<file path="src/hw/rtl/cds_pkg.sv">
// Shared constants and types for the sparse-entry duplicate summer.
package cds_pkg;

   localparam int DEF_INDEX_WIDTH = 31;
   localparam int DEF_VALUE_WIDTH = 32;
   localparam int OUT_FIFO_DEPTH  = 4;

   // words pushed into the output queue in one cycle, in order
   typedef struct packed {
      logic push_first;
      logic push_second;
   } cds_push_type;

endpackage

</file>
<file path="src/hw/rtl/cds_merge.sv">
// Pending-entry register, key compare and saturating accumulate.
module cds_merge
   import cds_pkg::*;
#(
   parameter int INDEX_WIDTH = DEF_INDEX_WIDTH,
   parameter int VALUE_WIDTH = DEF_VALUE_WIDTH,
   localparam int RES_WIDTH  = 2 * INDEX_WIDTH + VALUE_WIDTH + 2
) (
   input  logic                          clock,
   input  logic                          reset,
   input  logic                          fire,
   input  logic [INDEX_WIDTH-1:0]        entry_row,
   input  logic [INDEX_WIDTH-1:0]        entry_col,
   input  logic signed [VALUE_WIDTH-1:0] entry_value,
   input  logic                          entry_last,
   output cds_push_type                  push,
   output logic [RES_WIDTH-1:0]          word_first,
   output logic [RES_WIDTH-1:0]          word_second
);

   localparam logic signed [VALUE_WIDTH-1:0] VAL_MAX = {1'b0, {(VALUE_WIDTH-1){1'b1}}};
   localparam logic signed [VALUE_WIDTH-1:0] VAL_MIN = {1'b1, {(VALUE_WIDTH-1){1'b0}}};

   logic                          has_pending_ff, has_pending_in;
   logic [INDEX_WIDTH-1:0]        row_ff, row_in;
   logic [INDEX_WIDTH-1:0]        col_ff, col_in;
   logic signed [VALUE_WIDTH-1:0] sum_ff, sum_in;
   logic                          sat_ff, sat_in;

   logic                          match;
   logic [VALUE_WIDTH:0]          wide_sum;
   logic                          ovf;
   logic signed [VALUE_WIDTH-1:0] sat_sum;
   logic [INDEX_WIDTH-1:0]        nrow, ncol;
   logic signed [VALUE_WIDTH-1:0] nsum;
   logic                          nsat;
   logic                          emit_old;
   logic [RES_WIDTH-1:0]          old_word, new_word;

   assign match    = has_pending_ff && (entry_row == row_ff) && (entry_col == col_ff);
   assign wide_sum = {sum_ff[VALUE_WIDTH-1], sum_ff} + {entry_value[VALUE_WIDTH-1], entry_value};
   assign ovf      = wide_sum[VALUE_WIDTH] != wide_sum[VALUE_WIDTH-1];

   always_comb begin
      if (ovf) begin
         sat_sum = wide_sum[VALUE_WIDTH] ? VAL_MIN : VAL_MAX;
      end else begin
         sat_sum = wide_sum[VALUE_WIDTH-1:0];
      end
   end

   // entry as it stands after this word joins or replaces it
   always_comb begin
      if (match) begin
         nrow = row_ff;
         ncol = col_ff;
         nsum = sat_sum;
         nsat = sat_ff | ovf;
      end else begin
         nrow = entry_row;
         ncol = entry_col;
         nsum = entry_value;
         nsat = 1'b0;
      end
   end

   assign emit_old = has_pending_ff && !match;
   assign old_word = {row_ff, col_ff, sum_ff, sat_ff, 1'b0};
   assign new_word = {nrow, ncol, nsum, nsat, 1'b1};

   always_comb begin
      push.push_first  = fire && (emit_old || entry_last);
      push.push_second = fire && emit_old && entry_last;
      word_first       = emit_old ? old_word : new_word;
      word_second      = new_word;
   end

   always_comb begin
      has_pending_in = has_pending_ff;
      row_in         = row_ff;
      col_in         = col_ff;
      sum_in         = sum_ff;
      sat_in         = sat_ff;
      if (fire) begin
         has_pending_in = !entry_last;
         row_in         = nrow;
         col_in         = ncol;
         sum_in         = nsum;
         sat_in         = nsat;
      end
   end

   always_ff @(posedge clock) begin
      if (reset) begin
         has_pending_ff <= 1'b0;
      end else begin
         has_pending_ff <= has_pending_in;
      end
   end

   always_ff @(posedge clock) begin
      row_ff <= row_in;
      col_ff <= col_in;
      sum_ff <= sum_in;
      sat_ff <= sat_in;
   end

`ifndef ASSERT_OFF
   a_last_empties: assert property (@(posedge clock) disable iff (reset)
      (fire && entry_last) |=> !has_pending_ff)
      else $error("pending entry survived a last word");

   a_empty_single: assert property (@(posedge clock) disable iff (reset)
      (fire && !has_pending_ff) |-> !push.push_second)
      else $error("two results from an empty block");

   a_pair_last: assert property (@(posedge clock) disable iff (reset)
      push.push_second |-> (!word_first[0] && word_second[0]))
      else $error("last flag misplaced on a pair of words");
`endif

endmodule

</file>
<file path="src/hw/rtl/cds_out_fifo.sv">
// Small result queue taking up to two words a cycle and giving one.
module cds_out_fifo
   import cds_pkg::*;
#(
   parameter int WIDTH = 2 * DEF_INDEX_WIDTH + DEF_VALUE_WIDTH + 2,
   parameter int DEPTH = OUT_FIFO_DEPTH
) (
   input  logic             clock,
   input  logic             reset,
   input  cds_push_type     push,
   input  logic [WIDTH-1:0] word_first,
   input  logic [WIDTH-1:0] word_second,
   output logic             room_two,
   output logic             out_valid,
   input  logic             out_ready,
   output logic [WIDTH-1:0] out_word
);

   localparam int PTR_W = $clog2(DEPTH);
   localparam int CNT_W = $clog2(DEPTH + 1);

   logic [WIDTH-1:0] slot_ff [DEPTH];
   logic [PTR_W-1:0] wr_ptr_ff, wr_ptr_in;
   logic [PTR_W-1:0] rd_ptr_ff, rd_ptr_in;
   logic [CNT_W-1:0] count_ff, count_in;
   logic [PTR_W-1:0] wr_next;
   logic             pop;
   logic [CNT_W-1:0] n_push;

   assign wr_next   = (wr_ptr_ff == PTR_W'(DEPTH - 1)) ? '0 : wr_ptr_ff + 1'b1;
   assign out_valid = count_ff != '0;
   assign out_word  = slot_ff[rd_ptr_ff];
   assign pop       = out_valid && out_ready;
   assign room_two  = count_ff <= CNT_W'(DEPTH - 2);
   assign n_push    = CNT_W'(push.push_first) + CNT_W'(push.push_second);

   always_comb begin
      wr_ptr_in = wr_ptr_ff;
      if (push.push_second) begin
         wr_ptr_in = (wr_next == PTR_W'(DEPTH - 1)) ? '0 : wr_next + 1'b1;
      end else if (push.push_first) begin
         wr_ptr_in = wr_next;
      end
      rd_ptr_in = rd_ptr_ff;
      if (pop) begin
         rd_ptr_in = (rd_ptr_ff == PTR_W'(DEPTH - 1)) ? '0 : rd_ptr_ff + 1'b1;
      end
      count_in = count_ff + n_push - CNT_W'(pop);
   end

   always_ff @(posedge clock) begin
      if (reset) begin
         wr_ptr_ff <= '0;
         rd_ptr_ff <= '0;
         count_ff  <= '0;
      end else begin
         wr_ptr_ff <= wr_ptr_in;
         rd_ptr_ff <= rd_ptr_in;
         count_ff  <= count_in;
      end
   end

   always_ff @(posedge clock) begin
      if (push.push_first) begin
         slot_ff[wr_ptr_ff] <= word_first;
      end
      if (push.push_second) begin
         slot_ff[wr_next] <= word_second;
      end
   end

`ifndef ASSERT_OFF
   a_count_bound: assert property (@(posedge clock) disable iff (reset)
      count_ff <= CNT_W'(DEPTH))
      else $error("result queue count beyond depth");

   a_push_order: assert property (@(posedge clock) disable iff (reset)
      push.push_second |-> push.push_first)
      else $error("second word pushed without the first");

   a_push_room: assert property (@(posedge clock) disable iff (reset)
      push.push_first |-> count_ff <= CNT_W'(DEPTH - 2))
      else $error("push into a queue without room for two");
`endif

endmodule

</file>
<file path="src/hw/rtl/coo_duplicate_summer.sv">
// Top level: merges adjacent duplicate sparse entries with a saturating sum.
// Queueing: a merged word is written into the result queue at the edge that takes
//   the word closing it; if the queue was empty, rsp_ offers it in the next cycle.
// Throughput: one req_ word per cycle while req_ready is high; at most one rsp_ word per
//   cycle, so a stream of key changes ending in last or a low rsp_ready can hold off req_ready.
// req_ready depends only on the four-deep result queue having two free slots.
// Reset (synchronous) empties the pending entry and the result queue.
module coo_duplicate_summer
   import cds_pkg::*;
#(
   parameter int INDEX_WIDTH = DEF_INDEX_WIDTH,
   parameter int VALUE_WIDTH = DEF_VALUE_WIDTH
) (
   input  logic                          clock,
   input  logic                          reset,
   input  logic                          req_valid,
   output logic                          req_ready,
   input  logic [INDEX_WIDTH-1:0]        req_entry_row,
   input  logic [INDEX_WIDTH-1:0]        req_entry_col,
   input  logic signed [VALUE_WIDTH-1:0] req_entry_value,
   input  logic                          req_entry_last,
   output logic                          rsp_valid,
   input  logic                          rsp_ready,
   output logic [INDEX_WIDTH-1:0]        rsp_out_row,
   output logic [INDEX_WIDTH-1:0]        rsp_out_col,
   output logic signed [VALUE_WIDTH-1:0] rsp_out_value,
   output logic                          rsp_out_saturated,
   output logic                          rsp_out_last
);

   localparam int RES_WIDTH = 2 * INDEX_WIDTH + VALUE_WIDTH + 2;

   cds_push_type         push;
   logic [RES_WIDTH-1:0] word_first, word_second, out_word;
   logic                 room_two;
   logic                 fire;

   assign req_ready = room_two;
   assign fire      = req_valid && room_two;

   cds_merge #(
      .INDEX_WIDTH (INDEX_WIDTH),
      .VALUE_WIDTH (VALUE_WIDTH)
   ) u_merge (
      .clock       (clock),
      .reset       (reset),
      .fire        (fire),
      .entry_row   (req_entry_row),
      .entry_col   (req_entry_col),
      .entry_value (req_entry_value),
      .entry_last  (req_entry_last),
      .push        (push),
      .word_first  (word_first),
      .word_second (word_second)
   );

   cds_out_fifo #(
      .WIDTH (RES_WIDTH),
      .DEPTH (OUT_FIFO_DEPTH)
   ) u_out_fifo (
      .clock       (clock),
      .reset       (reset),
      .push        (push),
      .word_first  (word_first),
      .word_second (word_second),
      .room_two    (room_two),
      .out_valid   (rsp_valid),
      .out_ready   (rsp_ready),
      .out_word    (out_word)
   );

   assign {rsp_out_row, rsp_out_col, rsp_out_value, rsp_out_saturated, rsp_out_last} = out_word;

endmodule
</file>
<file path="config.mk">
export PLATFORM = sky130hd
export DESIGN_NAME = coo_duplicate_summer
export DESIGN_NICKNAME = d
export VERILOG_FILES = /design/src/hw/rtl/cds_pkg.sv /design/src/hw/rtl/cds_merge.sv /design/src/hw/rtl/cds_out_fifo.sv /design/src/hw/rtl/coo_duplicate_summer.sv
export SDC_FILE = /design/constraint.sdc
export NUM_CORES = 1
export LEC_CHECK = 0
export BUFFER_PORTS_ARGS = -buffer_cell sky130_fd_sc_hd__buf_2
export CORE_UTILIZATION = 33
export CTS_BUF_LIST = sky130_fd_sc_hd__clkbuf_2 sky130_fd_sc_hd__clkbuf_4 sky130_fd_sc_hd__clkbuf_8
export DETAILED_ROUTE_END_ITERATION = 8
export PLACE_DENSITY = 0.54
export SLEW_MARGIN = 0
export SYNTH_ARGS = -nofsm -noshare
export SYNTH_HDL_FRONTEND = slang
export SYNTH_SLANG_ARGS = --single-unit
</file>
<file path="constraint.sdc">
create_clock -name clock -period 6.8 [get_ports clock]
set_input_delay 1.02 -clock clock [delete_from_list [all_inputs] [get_ports clock]]
set_output_delay 1.02 -clock clock [all_outputs]
set_load 0.03 [all_outputs]
</file>
; Word-level counts from Yosys, hierarchy flattened
; Memory sizes are Yosys's and may differ from the RTL's. A register that Yosys moved wholly into a read port is not among the register bits.
; Index checks and enable logic that the tools add are counted.
[classes]
addsub = 7
magnitude_cmp = 1
eq_ne = 6
mux = 18
bitwise = 1
reduce_logical = 13
[op_table]
columns = op, n
row1 = 32-bit two-way mux, 3
row2 = 96-bit two-way mux, 1
row3 = 31-bit equality test, 2
row4 = 31-bit two-way mux, 2
row5 = 32-bit by 32-bit adder with 33-bit output, 1
row6 = 2-bit two-way mux, 7
row7 = 1-bit logical AND, 8
row8 = 2-bit by 1-bit adder with 2-bit output (second input constant), 3
row9 = 2-bit equality test (second input constant), 3
row10 = 1-bit two-way mux, 5
row11 = 3-bit adder, 1
row12 = 3-bit by 2-bit <= comparator with 1-bit output (second input constant), 1
row13 = 3-bit nonzero test, 1
row14 = 3-bit by 1-bit subtractor with 3-bit output, 1
row15 = 1-bit by 1-bit adder with 2-bit output, 1
row16 = 1-bit zero test, 2
row17 = 2-bit nonzero test, 1
row18 = 1-bit logical OR, 1
row19 = 1-bit inequality test, 1
row20 = 1-bit bitwise OR, 1
[totals]
register_bits = 103
ram_bits = 384
input_bits = 99
output_inout_bits = 98
elab_cells = 55
mem_count = 1
[mem_list]
columns = memory, depth, word_bits, rd, rd_ports_with_merged_regs, write_ports, line
row1 = u_out_fifo.slot_ff, 4, 96, 1, 1, 2, cds_out_fifo.sv:22  ; logic [WIDTH-1:0] slot_ff [DEPTH];

; Logic depth before layout (Yosys ltp)
; Gate-level depths: netlist of the first run.
[depth]
ltp_word = 10
mapped_depth = 17
ltp_nobuf = 15

; Modules after synthesis
; From an unflattened synthesis of the first run, not the netlist that was laid out.
[hier_totals]
hier_cells = 1819
area_unflattened_um2 = 26805.7
[by_module_without_submodules]
columns = module, n_inst, cells_per_inst, area_per_inst_um2, seq_area_each_um2
row1 = cds_out_fifo, 1, 992, 19266.0, 11711.2
row2 = cds_merge, 1, 826, 7533.5, 2872.8
row3 = coo_duplicate_summer, 1, 1, 6.3, 0.0

; Worst setup path before layout of the first run
; No wires, ideal clock.
[synth_path]
kind = in2reg
startpoint = in req_entry_row[14]
endpoint = mem u_out_fifo.slot_ff[1][10] (netlist bit), enable pin
setup_time_ns = 0.898
arrival_time_ns = 4.723
t_required_ns = 5.902
path_slack_ns = 1.179
cell_stages = 9
path_buffers = 2
path_cell_list = clkbuf_1 -> a221o_1 -> nor4_1 -> nand4_1 -> o21ai_1 -> buf_2 -> nor2_1 -> a31oi_1 -> nand2_1
[synth_rtl]
columns = element, line
row1 = start: declaration, coo_duplicate_summer.sv:18  ; input logic [INDEX_WIDTH-1:0] req_entry_row,
row2 = end: declaration, cds_out_fifo.sv:22

==> implementation parameters, run 1 <==
Parameter                              Value

Clocking
  Setup Fix Bufs, Post-CTS    0
  Clock tree from TritonCTS    done
  Clock latency of the later-clocked register in the worst-skew pair    710 ps
  Total number of H-tree levels    3
  CTS root buf    sky130_fd_sc_hd__clkbuf_8
  Hold-fix buffer count after cts    0
  Clock buffer count from CTS    87
  Clk buf depth    3
  Number of gates given a new drive strength after cts    0
  Clock transition at the registers of the reported paths    60 ps
  Number of sinks handled by clock tree synthesis    489

Detailed routing
  Via-to-Cell Ratio    5.778
  Routed WL    87,730 µm
  ANT nets after route    0
  Detailed-route DRC error count    0
  DRC marker count from the first detailed-route iteration    1,593
  Routed len/inst    27.18 µm
  Number of iterations in the first detailed-routing pass    8
  Detailed-route via count    18,640

Cells and area
  Utilization of the core after routing    38.51%
  Share of post-route cells with drive strength above 1    23.35%
  Flip-flop and latch area    0.01455 mm²
  Multi-input gate area in the final layout    0.01014 mm²
  Layout Cells excl Fill    3,227
  Highest-count cells in the layout ignoring fill and taps    475 x sky130_fd_sc_hd__edfxtp_1, 265 x sky130_fd_sc_hd__a22o_1, 196 x sky130_fd_sc_hd__buf_2
  Number of fillers in the final layout    7,441
  Final Net Count    2,268
  Relative area change from synthesis to final layout    14.94%
  Non-Filler Cell Area, Final    0.02940 mm²
  Most frequent standard cell in the layout excluding fill and tap cells    sky130_fd_sc_hd__edfxtp_1

Setup path
  FF-to-FF Start    u_merge.sum_ff[8]
  Length in cells of the worst reg-to-reg path    14
  Capturing element type of the critical path    flop
  Critical path buffer and inverter count    2
  Peak fanout along the critical path    16
  Delay contributed by the slowest stage of the critical path    800 ps
  CP top delay family    compound AO/OA/AOI/OAI gates
  CP startpoint kind    input port
  Arrival @ worst endpoint    5930 ps
  Cells along the critical path    buf_2 -> ha_1 -> nand2_1 -> o21ai_0 -> a31oi_1 -> a211oi_1 -> o211ai_1 -> a21boi_0 -> mux2i_1 -> or2_2 -> ha_1 -> clkinv_1 -> and4_1 -> a211oi_1 -> o31ai_1
  Flop-to-flop setup slack    1270 ps
  Cell at the slowest stage of the critical path    sky130_fd_sc_hd__a211oi_1
  Worst Path Class, Setup    in -> reg
  Worst setup path startpoint    req_entry_value[9]
  FF-to-FF End    u_out_fifo.slot_ff[1][23]
  Required time of the critical path    7190 ps

Timing
  Max Clock Skew    46.71 ps
  Final Critical Period    5536 ps
  Endpoints failing hold    0
  Worst path setup slack after routing    1264 ps
  Max frequency    0.1806 GHz
  Final Slew Violations    0
  Total setup violations reported at the end of the flow    0
  Final sum of negative setup slack    0 ps
  Tcrit/Tclk final    81.41%
  Setup repair after global routing missed its margin    no
  Worst Tran Pin Value    1287 ps
  Slew headroom    13.75%

Global route
  Maximum number of pins on one net before global-route repair    65
  Wire length of the first global-routing pass    127,400 µm
  Number of global-route vias before repair    18,740
  Global-route total usage across every layer    21.98%
  Total congestion overflow after global routing    0
  Number of antenna violations at the first check in global routing    13

Placement
  Port buffer count    196
  DPL Wire Length    54,450 µm
  Placed insts    3,063
  Post-placement setup slack    701.9 ps
  DP Area    0.02767 mm²
  Gpl congestion    0.8753

Worst hold path
  Hold Startpoint    u_out_fifo.slot_ff[1][0]
  Type of the tightest min-delay check    reg -> reg
  Endpoint with the worst hold slack    u_out_fifo.slot_ff[1][0]
  Worst Hold Path Cells    2

Pwr
  Share of total power in sequential cells    40.8%
  Fraction of power consumed by the clock network    28.1%
  Gate power share    31.1%
  Power per Cell Area    334.5 mW/mm²
  Internal power    6.267 mW
  Net switching power figure    3.566 mW
  Maximum vdd ir drop    186.4 µV
  Proportion of total power due to net switching    36.26%
  Leakage Power    10.36 nW

Die
  Die width    280.4 µm
  Standard cell core area    0.07633 mm²
  Starting utilization of the core area    33.51%
  Ports    197
  Count of standard-cell rows    101
  Total die area    0.07862 mm²
  Die height    280.4 µm

Yosys
  Register bit total from synthesis    489
  Distinct cells, synth    71
  Post-Synthesis Net Count    2,131
  Number of flops mapped to enable cells by yosys    475
  Cell Area, Synth    0.02558 mm²
  Fraction of registers with async set/reset    0%
  Sequential share of the synthesized area    56.87%
  Top flip-flop cell by instance count after synthesis    sky130_fd_sc_hd__edfxtp_1
  Synth Instances    1,985
  Synthesized area per cell    12.88 µm²
  Synth Warn #    0

Flow run
  MaxCap Viol Count    0

Status
  Run status    finished, final reports clean
logic make-up after synthesis:
family                     synth area share, %
muxes                                    9.750
buffers and inverters                    4.016
and+or+nand+nor                          7.421
AOI/OAI and AO/OA                        17.67
DFF                                      56.87
adders and majority gates                2.358
xor gates and xnor gates                 1.918
state kept, by name, summed over array words and instances, names as in the netlist, named ones only:
signal and flops:
u_merge.has_pending_ff 1, u_out_fifo.slot_ff 384, u_merge.row_ff 31, u_merge.sum_ff 32, u_out_fifo.rd_ptr_ff 2, u_merge.col_ff 31
u_merge.sat_ff 1, u_out_fifo.count_ff 3, u_out_fifo.wr_ptr_ff 2
stage by stage:
step | power [mW] | hold slack, ps
after CTS | 9.931 | 467.3
after floorplan | 6.033 | 421.5
final | 9.833 | 470.0
after detailed placement | 7.153 | 457.8
after global placement | 7.127 | 456.8
after global routing | 10.24 | 503.9
cell type report:
| type | instances | share of cell area [%] |
|---|---|---|
| Antenna cell | 4 | 0.03405 |
| Clock buffer | 125 | 5.107 |
| Clock inverter | 35 | 0.7448 |
| Inverter | 63 | 0.8129 |
| Multi-Input combinational cell | 1242 | 34.51 |
| Sequential cell | 489 | 49.50 |
| Tap cell | 1030 | 4.384 |
| Timing Repair Buffer | 239 | 4.903 |
synth_stat cells (16+ instances only):
library cell	instances	area share, %
sky130_fd_sc_hd__a21oi_1	71	1.4
sky130_fd_sc_hd__a22o_1	265	9.1
sky130_fd_sc_hd__a22oi_1	31	0.91
sky130_fd_sc_hd__buf_2	26	0.51
sky130_fd_sc_hd__clkbuf_1	147	2.2
sky130_fd_sc_hd__edfxtp_1	475	56
sky130_fd_sc_hd__ha_1	45	2.2
sky130_fd_sc_hd__inv_1	61	0.90
sky130_fd_sc_hd__mux2i_1	23	0.90
sky130_fd_sc_hd__mux4_2	96	8.5
sky130_fd_sc_hd__nand2_1	133	2.0
sky130_fd_sc_hd__nand2b_1	20	0.49
sky130_fd_sc_hd__nand3_1	18	0.35
sky130_fd_sc_hd__nand4_1	21	0.51
sky130_fd_sc_hd__nor2_1	123	1.8
sky130_fd_sc_hd__nor2b_1	24	0.59
sky130_fd_sc_hd__nor3_1	16	0.31
sky130_fd_sc_hd__o21ai_0	78	1.5
sky130_fd_sc_hd__o22ai_1	33	0.81
sky130_fd_sc_hd__xnor2_1	45	1.5
how the worst max path moves through the flow:
stage	end	slack, ps	cells after the start
floorplan	u_out_fifo.slot_ff[1][10]	1180	9
global route	u_out_fifo.slot_ff[2][5]	990	15
finish	u_out_fifo.slot_ff[1][23]	1260	15
detailed placement	u_out_fifo.slot_ff[1][23]	700	15
CTS	u_out_fifo.slot_ff[1][23]	1390	14
global placement	u_out_fifo.slot_ff[1][27]	890	16
per-layer routing:
metal / global-route usage, % / vias up / wire length (µm) / share of wire (%)
met4: 6.179 / 14 / 1869 / 2.1
met5: 0 / - / 85 / 0.097
met2: 37.66 / 741 / 43780 / 50
met3: 3.864 / 143 / 5644 / 6.4
li1: - / 8133 / - / -
met1: 28.38 / 9613 / 36340 / 41
power groups by stage:
stage / combinational, mW / clock [mW] / sequential (mW)
after CTS: 3.09 / 2.82 / 4.01
after global placement: 3.08 / 0 / 4.05
after global routing: 3.25 / 2.93 / 4.05
after detailed placement: 3.08 / 0 / 4.07
final: 3.06 / 2.76 / 4.01
after floorplan: 2.06 / 0 / 3.98
tightest hold or removal path: stages (launching register included):
cell and delay [ps]:
sky130_fd_sc_hd__dfxtp_1 310, sky130_fd_sc_hd__o21ai_0 70, sky130_fd_sc_hd__nand2_1 50
No activity file was read; power rests on OpenSTA's default activity.
==> run 2: changes to the inputs <==
--- a/config.mk
+++ b/config.mk
@@ -9,7 +9,7 @@
 export CORE_UTILIZATION = 33
 export CTS_BUF_LIST = sky130_fd_sc_hd__clkbuf_2 sky130_fd_sc_hd__clkbuf_4 sky130_fd_sc_hd__clkbuf_8
 export DETAILED_ROUTE_END_ITERATION = 8
-export PLACE_DENSITY = 0.54
+export PLACE_DENSITY = 0.56
 export SLEW_MARGIN = 0
 export SYNTH_ARGS = -nofsm -noshare
 export SYNTH_HDL_FRONTEND = slang
==> constraint.sdc (replaced) <==
create_clock -name clock -period 4.66 [get_ports clock]
set_input_delay 0.699 -clock clock [delete_from_list [all_inputs] [get_ports clock]]
set_output_delay 0.699 -clock clock [all_outputs]
set_load 0.03 [all_outputs]
==> implementation parameters, run 2 (synthesis gave the netlist of run 1 again) <==
Parameter                              Value

Status
  Run status    finished, final reports clean

Cells and area
  Relative area change from synthesis to final layout    20.39%
  Largest register by flop count    u_out_fifo.slot_ff
  Number of fillers in the final layout    7,313 (-1.7%)
  Share of post-route cells with drive strength above 1    28.26% (+4.9 points)
  Top flop regs    u_out_fifo.slot_ff: 384 flops, u_merge.sum_ff: 32 flops
  Highest-count cells in the layout ignoring fill and taps    475 x sky130_fd_sc_hd__edfxtp_1, 265 x sky130_fd_sc_hd__a22o_1, 196 x sky130_fd_sc_hd__buf_2
  Largest register FFs    384 (unchanged)
  Final Net Count    2,425 (+6.9%)
  Utilization of the core after routing    40.34% (+1.8 points)
  Most frequent standard cell in the layout excluding fill and tap cells    sky130_fd_sc_hd__edfxtp_1

Setup path
  Worst Path Class, Setup    reg -> reg
  Arrival @ worst endpoint    4860 ps (-1070 ps)
  Peak fanout along the critical path    8 (-8)
  CP startpoint kind    flop
  Delay contributed by the slowest stage of the critical path    420 ps (-380 ps)
  Cell at the slowest stage of the critical path    sky130_fd_sc_hd__ha_2
  Most frequent cell on the critical path    sky130_fd_sc_hd__buf_4
  FF-to-FF End    u_out_fifo.slot_ff[0][26]
  Length in cells of the worst reg-to-reg path    17 (+3)
  Cells along the critical path    ha_2 -> nand4_1 -> nor3_2 -> o2111ai_2 -> a211oi_2 -> o211ai_1 -> a21boi_0 -> mux2i_1 -> or2_2 -> ha_1 -> nand2b_1 -> o211ai_1 -> buf_4 -> buf_4 -> a21oi_1 -> buf_4 -> nor2_1
  Required time of the critical path    5080 ps (-2110 ps)
  FF-to-FF Start    u_merge.sum_ff[6]
  Capturing element type of the critical path    flop
  Flop-to-flop setup slack    220 ps (-1050 ps)

Flow run
  MaxCap Viol Count    0 (unchanged)

Detailed routing
  Number of iterations in the first detailed-routing pass    5 (-3)
  Routed len/inst    26.03 µm (-4.3%)
  Detailed-route via count    19,220 (+3.1%)
  ANT nets after route    0 (unchanged)
  Routed WL    88,080 µm (+0.40%)
  Via-to-Cell Ratio    5.679 (-1.7%)
  Detailed-route DRC error count    0 (unchanged)
  DRC marker count from the first detailed-route iteration    1,636 (+2.7%)

Pwr
  Pwr Total    14.73 mW (+50%)
  Leakage Power    11.16 nW (+7.7%)
  Power per Cell Area    478.5 mW/mm² (+43%)
  Maximum vdd ir drop    270.8 µV (+45%)

Clocking
  Clock buffer count from CTS    88 (+1.1%)
  CTS root buf    sky130_fd_sc_hd__clkbuf_8
  Clock latency of the later-clocked register in the worst-skew pair    690 ps (-20 ps)
  Total number of H-tree levels    3 (unchanged)
  Clk buf depth    3 (unchanged)
  Clock transition at the registers of the reported paths    60 ps (about the same)
  Number of sinks handled by clock tree synthesis    489 (unchanged)
  Clock tree from TritonCTS    done

Die
  Die height    280.4 µm (unchanged)
  Starting utilization of the core area    33.51% (unchanged)
  Count of standard-cell rows    101 (unchanged)
  Total die area    0.07862 mm² (unchanged)
  Standard cell core area    0.07633 mm² (unchanged)
  Ports    197 (unchanged)
  Die width    280.4 µm (unchanged)

Timing
  Slew headroom    3.375% (-10 points)
  Total setup violations reported at the end of the flow    0 (unchanged)
  Max Clock Skew    36.17 ps (-10.54 ps)
  Final Critical Period    4438 ps
  Max frequency    0.2253 GHz
  Endpoints failing hold    0 (unchanged)
  Final Slew Violations    0 (unchanged)
  Final sum of negative setup slack    0 ps (unchanged)
  Worst Tran Pin Value    1442 ps (+154.8 ps)
  Tcrit/Tclk final    95.23%

Global route
  Global-route total usage across every layer    22.07% (+0.093 points)
  Maximum number of pins on one net before global-route repair    65 (unchanged)
  Number of global-route vias before repair    19,170 (+2.3%)
  Wire length of the first global-routing pass    128,000 µm (+0.49%)
  Total congestion overflow after global routing    0 (unchanged)
  Number of antenna violations at the first check in global routing    8 (-5)

Worst hold path
  Hold Startpoint    req_entry_col[27]
  Worst Hold Path Cells    1 (-1)
  Type of the tightest min-delay check    in -> reg
  Endpoint with the worst hold slack    u_merge.col_ff[27]

Placement
  Gpl congestion    0.8921 (+1.9%)
  Port buffer count    196 (unchanged)
  DPL Wire Length    55,980 µm (+2.8%)
==> run 2: how the worst max path moves through the flow <==
stage / startpoint / to / cells past startpoint
floorplan: req_entry_value[5] / u_out_fifo.slot_ff[1][23] / 16
global placement: req_entry_value[6] / u_out_fifo.slot_ff[3][5] / 17
detailed placement: req_entry_value[6] / u_out_fifo.slot_ff[0][5] / 17
CTS: u_merge.sum_ff[6] / u_out_fifo.slot_ff[0][5] / 16
global route: u_merge.sum_ff[6] / u_out_fifo.slot_ff[1][31] / 16
finish: u_merge.sum_ff[6] / u_out_fifo.slot_ff[0][26] / 17
==> run 2: cell type report <==
| type | count | area, µm² | area share (%) |
|---|---|---|---|
| Sequential cell | 489 | 14550 | 47.27 |
| Multi-Input combinational cell | 1242 | 10170 | 33.03 |
| Timing Repair Buffer | 395 | 2804 | 9.107 |
| Clock buffer | 113 | 1399 | 4.543 |
| Tap cell | 1030 | 1289 | 4.186 |
| Clock inverter | 48 | 326.6 | 1.061 |
| Inverter | 63 | 239.0 | 0.7762 |
| Antenna cell | 4 | 10.01 | 0.03251 |
==> run 2: what timing repair did <==
action                     4_1_cts  5_1_grt
setup endpoints to repair      110      138
hold buffers                     0        0
buffers inserted                 2        0
gates resized for setup          1        7
pin swaps                        2        1
==> run 2: per-stage QoR <==
stage | worst slack [ps] | cells | hold WS [ps] | cell area [µm²]
2_1_floorplan | 50.59 | 1985 | 421.5 | 25590
3_3_place_gp | -504.2 | 3217 | 437.4 | 29010
3_5_place_dp | -669.6 | 3217 | 445.5 | 29010
4_1_cts | 82.27 | 3380 | 192.0 | 30750
5_1_grt | -6.580 | 3382 | 228.9 | 30780
6_report | 222.2 | 3384 | 266.0 | 30790
==> run 2: layer usage <==
metal / global-route usage [%] / share of wire (%)
met1: 28.48 / 41
met5: 0 / 0.073
met2: 38.06 / 50
met4: 5.843 / 2.2
met3: 3.797 / 6.8
==> run 2: power by group <==
part           leakage (nW)  total (mW)  internal [mW]  switching [mW]
clock                 0.892        4.04           2.15            1.89
sequential             4.63        5.85           5.50           0.353
combinational          5.63        4.85           1.80            3.04
==> run 2: worst max-delay path: cells and delay by family, from the launching register on <==
kind                     cells  cell delay [ps]
AO/OA/AOI/OAI                6             1390
AND/OR/NAND/NOR              5              900
adder cells (fa/ha/maj)      2              800
buffers and inverters        3              570
flip-flops                   1              410
multiplexers                 1              130
==> run 3: changes to the inputs <==
--- a/config.mk
+++ b/config.mk
@@ -10,6 +10,7 @@
 export CTS_BUF_LIST = sky130_fd_sc_hd__clkbuf_2 sky130_fd_sc_hd__clkbuf_4 sky130_fd_sc_hd__clkbuf_8
 export DETAILED_ROUTE_END_ITERATION = 8
 export PLACE_DENSITY = 0.56
+export RECOVER_POWER = 25
 export SLEW_MARGIN = 0
 export SYNTH_ARGS = -nofsm -noshare
 export SYNTH_HDL_FRONTEND = slang
==> implementation parameters, run 3 (synthesis gave the netlist of run 1 again) <==
Parameter                              Value

Placement
  Post-placement setup slack    -669.6 ps (unchanged)
  DP Area    0.02901 mm² (unchanged)
  DPL Wire Length    55,980 µm (unchanged)
  Port buffer count    196 (unchanged)
  Placed insts    3,217 (unchanged)
  Gpl congestion    0.8921 (unchanged)

Pwr
  Proportion of total power due to net switching    36.18% (+0.31 points)
  Leakage Power    10.71 nW (-4.0%)
  Net switching power figure    5.301 mW (+0.28%)
  Share of total power in sequential cells    40.0% (+0.3 points)
  Gate power share    32.4% (-0.5 points)
  Internal power    9.349 mW (-1.0%)
  Power per Cell Area    479.2 mW/mm² (+0.15%)
  Pwr Total    14.65 mW (-0.57%)
  Fraction of power consumed by the clock network    27.6% (+0.2 points)
  Maximum vdd ir drop    262.6 µV (-3.1%)

Global route
  Number of antenna violations at the first check in global routing    8 (unchanged)
  Wire length of the first global-routing pass    128,000 µm (unchanged)
  Maximum number of pins on one net before global-route repair    65 (unchanged)
  Number of global-route vias before repair    19,170 (unchanged)
  Total congestion overflow after global routing    0 (unchanged)
  Global-route total usage across every layer    22.07% (unchanged)

Timing
  Total setup violations reported at the end of the flow    0 (unchanged)
  Endpoints failing hold    0 (unchanged)
  Final Slew Violations    100 (+100)
  Slew headroom    -15.48% (-19 points)
  Worst Tran Pin Value    1732 ps (+290.7 ps)
  Final Critical Period    4428 ps (-9.722 ps)
  Tcrit/Tclk final    95.02% (-0.21 points)
  Max frequency    0.2258 GHz (+0.22%)
  Max Clock Skew    35.69 ps (-0.4821 ps)
  Worst path setup slack after routing    231.9 ps (+9.722 ps)

Cells and area
  Layout Cells excl Fill    3,383 (-0.030%)
  Share of post-route cells with drive strength above 1    21.53% (-6.7 points)
  Largest register FFs    384 (unchanged)
  Largest register by flop count    u_out_fifo.slot_ff
  Highest-count cells in the layout ignoring fill and taps    475 x sky130_fd_sc_hd__edfxtp_1, 265 x sky130_fd_sc_hd__a22o_1, 165 x sky130_fd_sc_hd__buf_4
  Non-Filler Cell Area, Final    0.03057 mm² (-0.72%)
  Final Net Count    2,425 (unchanged)
  Relative area change from synthesis to final layout    19.52%
  Most frequent standard cell in the layout excluding fill and tap cells    sky130_fd_sc_hd__edfxtp_1
  Top flop regs    u_out_fifo.slot_ff: 384 flops, u_merge.sum_ff: 32 flops
  Utilization of the core after routing    40.05% (-0.29 points)

Status
  Violations in the final reports    max-capacitance violations, max-slew violations
  Run status    finished, violations left

Clocking
  Clock buffer count from CTS    88 (unchanged)
  Total number of H-tree levels    3 (unchanged)
  Clk buf depth    3 (unchanged)
  Clock tree from TritonCTS    done
  CTS root buf    sky130_fd_sc_hd__clkbuf_8
  Number of sinks handled by clock tree synthesis    489 (unchanged)
  Hold-fix buffer count after cts    0 (unchanged)
  Clock transition at the registers of the reported paths    60 ps (about the same)
  Clock latency of the later-clocked register in the worst-skew pair    690 ps (about the same)

Setup path
  Worst Path Class, Setup    reg -> reg
  Arrival @ worst endpoint    4840 ps (-20 ps)
  Required time of the critical path    5080 ps (about the same)
  CP startpoint kind    flop
  Capturing element type of the critical path    flop
  Peak fanout along the critical path    8 (unchanged)

Worst hold path
  Type of the tightest min-delay check    in -> reg

Flow run
  MaxCap Viol Count    2 (+2)

Detailed routing
  ANT nets after route    0 (unchanged)
  Routed WL    88,150 µm (about the same)
  Detailed-route via count    19,150 (-0.37%)
  Detailed-route DRC error count    0 (unchanged)
  Routed len/inst    26.06 µm (+0.11%)
  Number of iterations in the first detailed-routing pass    5 (unchanged)
  Via-to-Cell Ratio    5.660 (-0.35%)
  DRC marker count from the first detailed-route iteration    1,687 (+3.1%)

Die
  Total die area    0.07862 mm² (unchanged)
  Standard cell core area    0.07633 mm² (unchanged)
  Ports    197 (unchanged)
  Starting utilization of the core area    33.51% (unchanged)
  Count of standard-cell rows    101 (unchanged)
  Die height    280.4 µm (unchanged)
  Die width    280.4 µm (unchanged)
[run 3: cell types whose count changed in the layout (fill, tap and decap cells not counted), sizes merged]
cell	delta
clkbuf	+160
buf	-160
clkinvlp	+1
diode	-1
inv	-1
[run 3: per-layer routing]
metal	vias to the layer above	GRT usage [%]	wire, µm
met5	-	0	64
met4	10	5.843	1913
met3	138	3.797	6153
met2	838	38.06	44060
met1	9711	28.48	35960
li1	8450	-	-
[run 3: timing repair]
action,in CTS,in global routing
buffers inserted,2,0
pin swaps,2,1
hold endpoints to repair,0,0
resized for setup,1,7
gates cloned,0,0
setup endpoints to repair,110,138
[run 3: power groups by stage]
| stage | registers (mW) | clock network (mW) | logic [mW] |
|---|---|---|---|
| after global placement | 5.90 | 0 | 4.86 |
| after detailed placement | 5.94 | 0 | 4.87 |
| after CTS | 5.85 | 4.13 | 4.89 |
| after global routing | 5.91 | 4.30 | 5.05 |
| final | 5.86 | 4.04 | 4.75 |
| after floorplan | 5.78 | 0 | 3.00 |
[run 3: through the flow]
step | hold WS (ps) | setup TNS, ps
floorplan | 421.5 | 0
global placement | 437.4 | -49840
detailed placement | 445.5 | -67960
CTS | 192.0 | 0
global route | 292.9 | -14.42
finish | 334.3 | 0
[run 3: final timing paths]
kind         depth (start not counted)                startpoint  slack, ps                        end
max                                 17         u_merge.sum_ff[6]        230  u_out_fifo.slot_ff[2][23]
min                                  2                     reset        330     u_out_fifo.count_ff[2]
max reg2reg                         17         u_merge.sum_ff[6]        230  u_out_fifo.slot_ff[2][23]
min reg2reg                          1  u_out_fifo.slot_ff[0][0]        460   u_out_fifo.slot_ff[0][0]
[run 3: layout make-up]
class / instances / area [µm²]
antenna: 3 / 7.507
multi-input combinational: 1242 / 10170
tap: 1030 / 1289
clock inverter: 48 / 326.6
sequential: 489 / 14550
timing repair buffer: 395 / 2590
fill: 7385 / 45760
clock buffer: 113 / 1399
inverter: 63 / 237.7
[run 3: worst max-delay path: stages, from the launching register on]
cell	delay (ps)
sky130_fd_sc_hd__edfxtp_1	410
sky130_fd_sc_hd__ha_2	420
sky130_fd_sc_hd__nand4_1	160
sky130_fd_sc_hd__nor3_2	220
sky130_fd_sc_hd__o2111ai_2	260
sky130_fd_sc_hd__a211oi_2	330
sky130_fd_sc_hd__o211ai_1	140
sky130_fd_sc_hd__a21boi_0	280
sky130_fd_sc_hd__mux2i_1	130
sky130_fd_sc_hd__or2_2	300
sky130_fd_sc_hd__ha_1	380
sky130_fd_sc_hd__nand2b_1	170
sky130_fd_sc_hd__o211ai_1	160
sky130_fd_sc_hd__buf_4	200
sky130_fd_sc_hd__buf_4	130
sky130_fd_sc_hd__a211oi_1	200
sky130_fd_sc_hd__buf_4	190
sky130_fd_sc_hd__o31ai_1	70
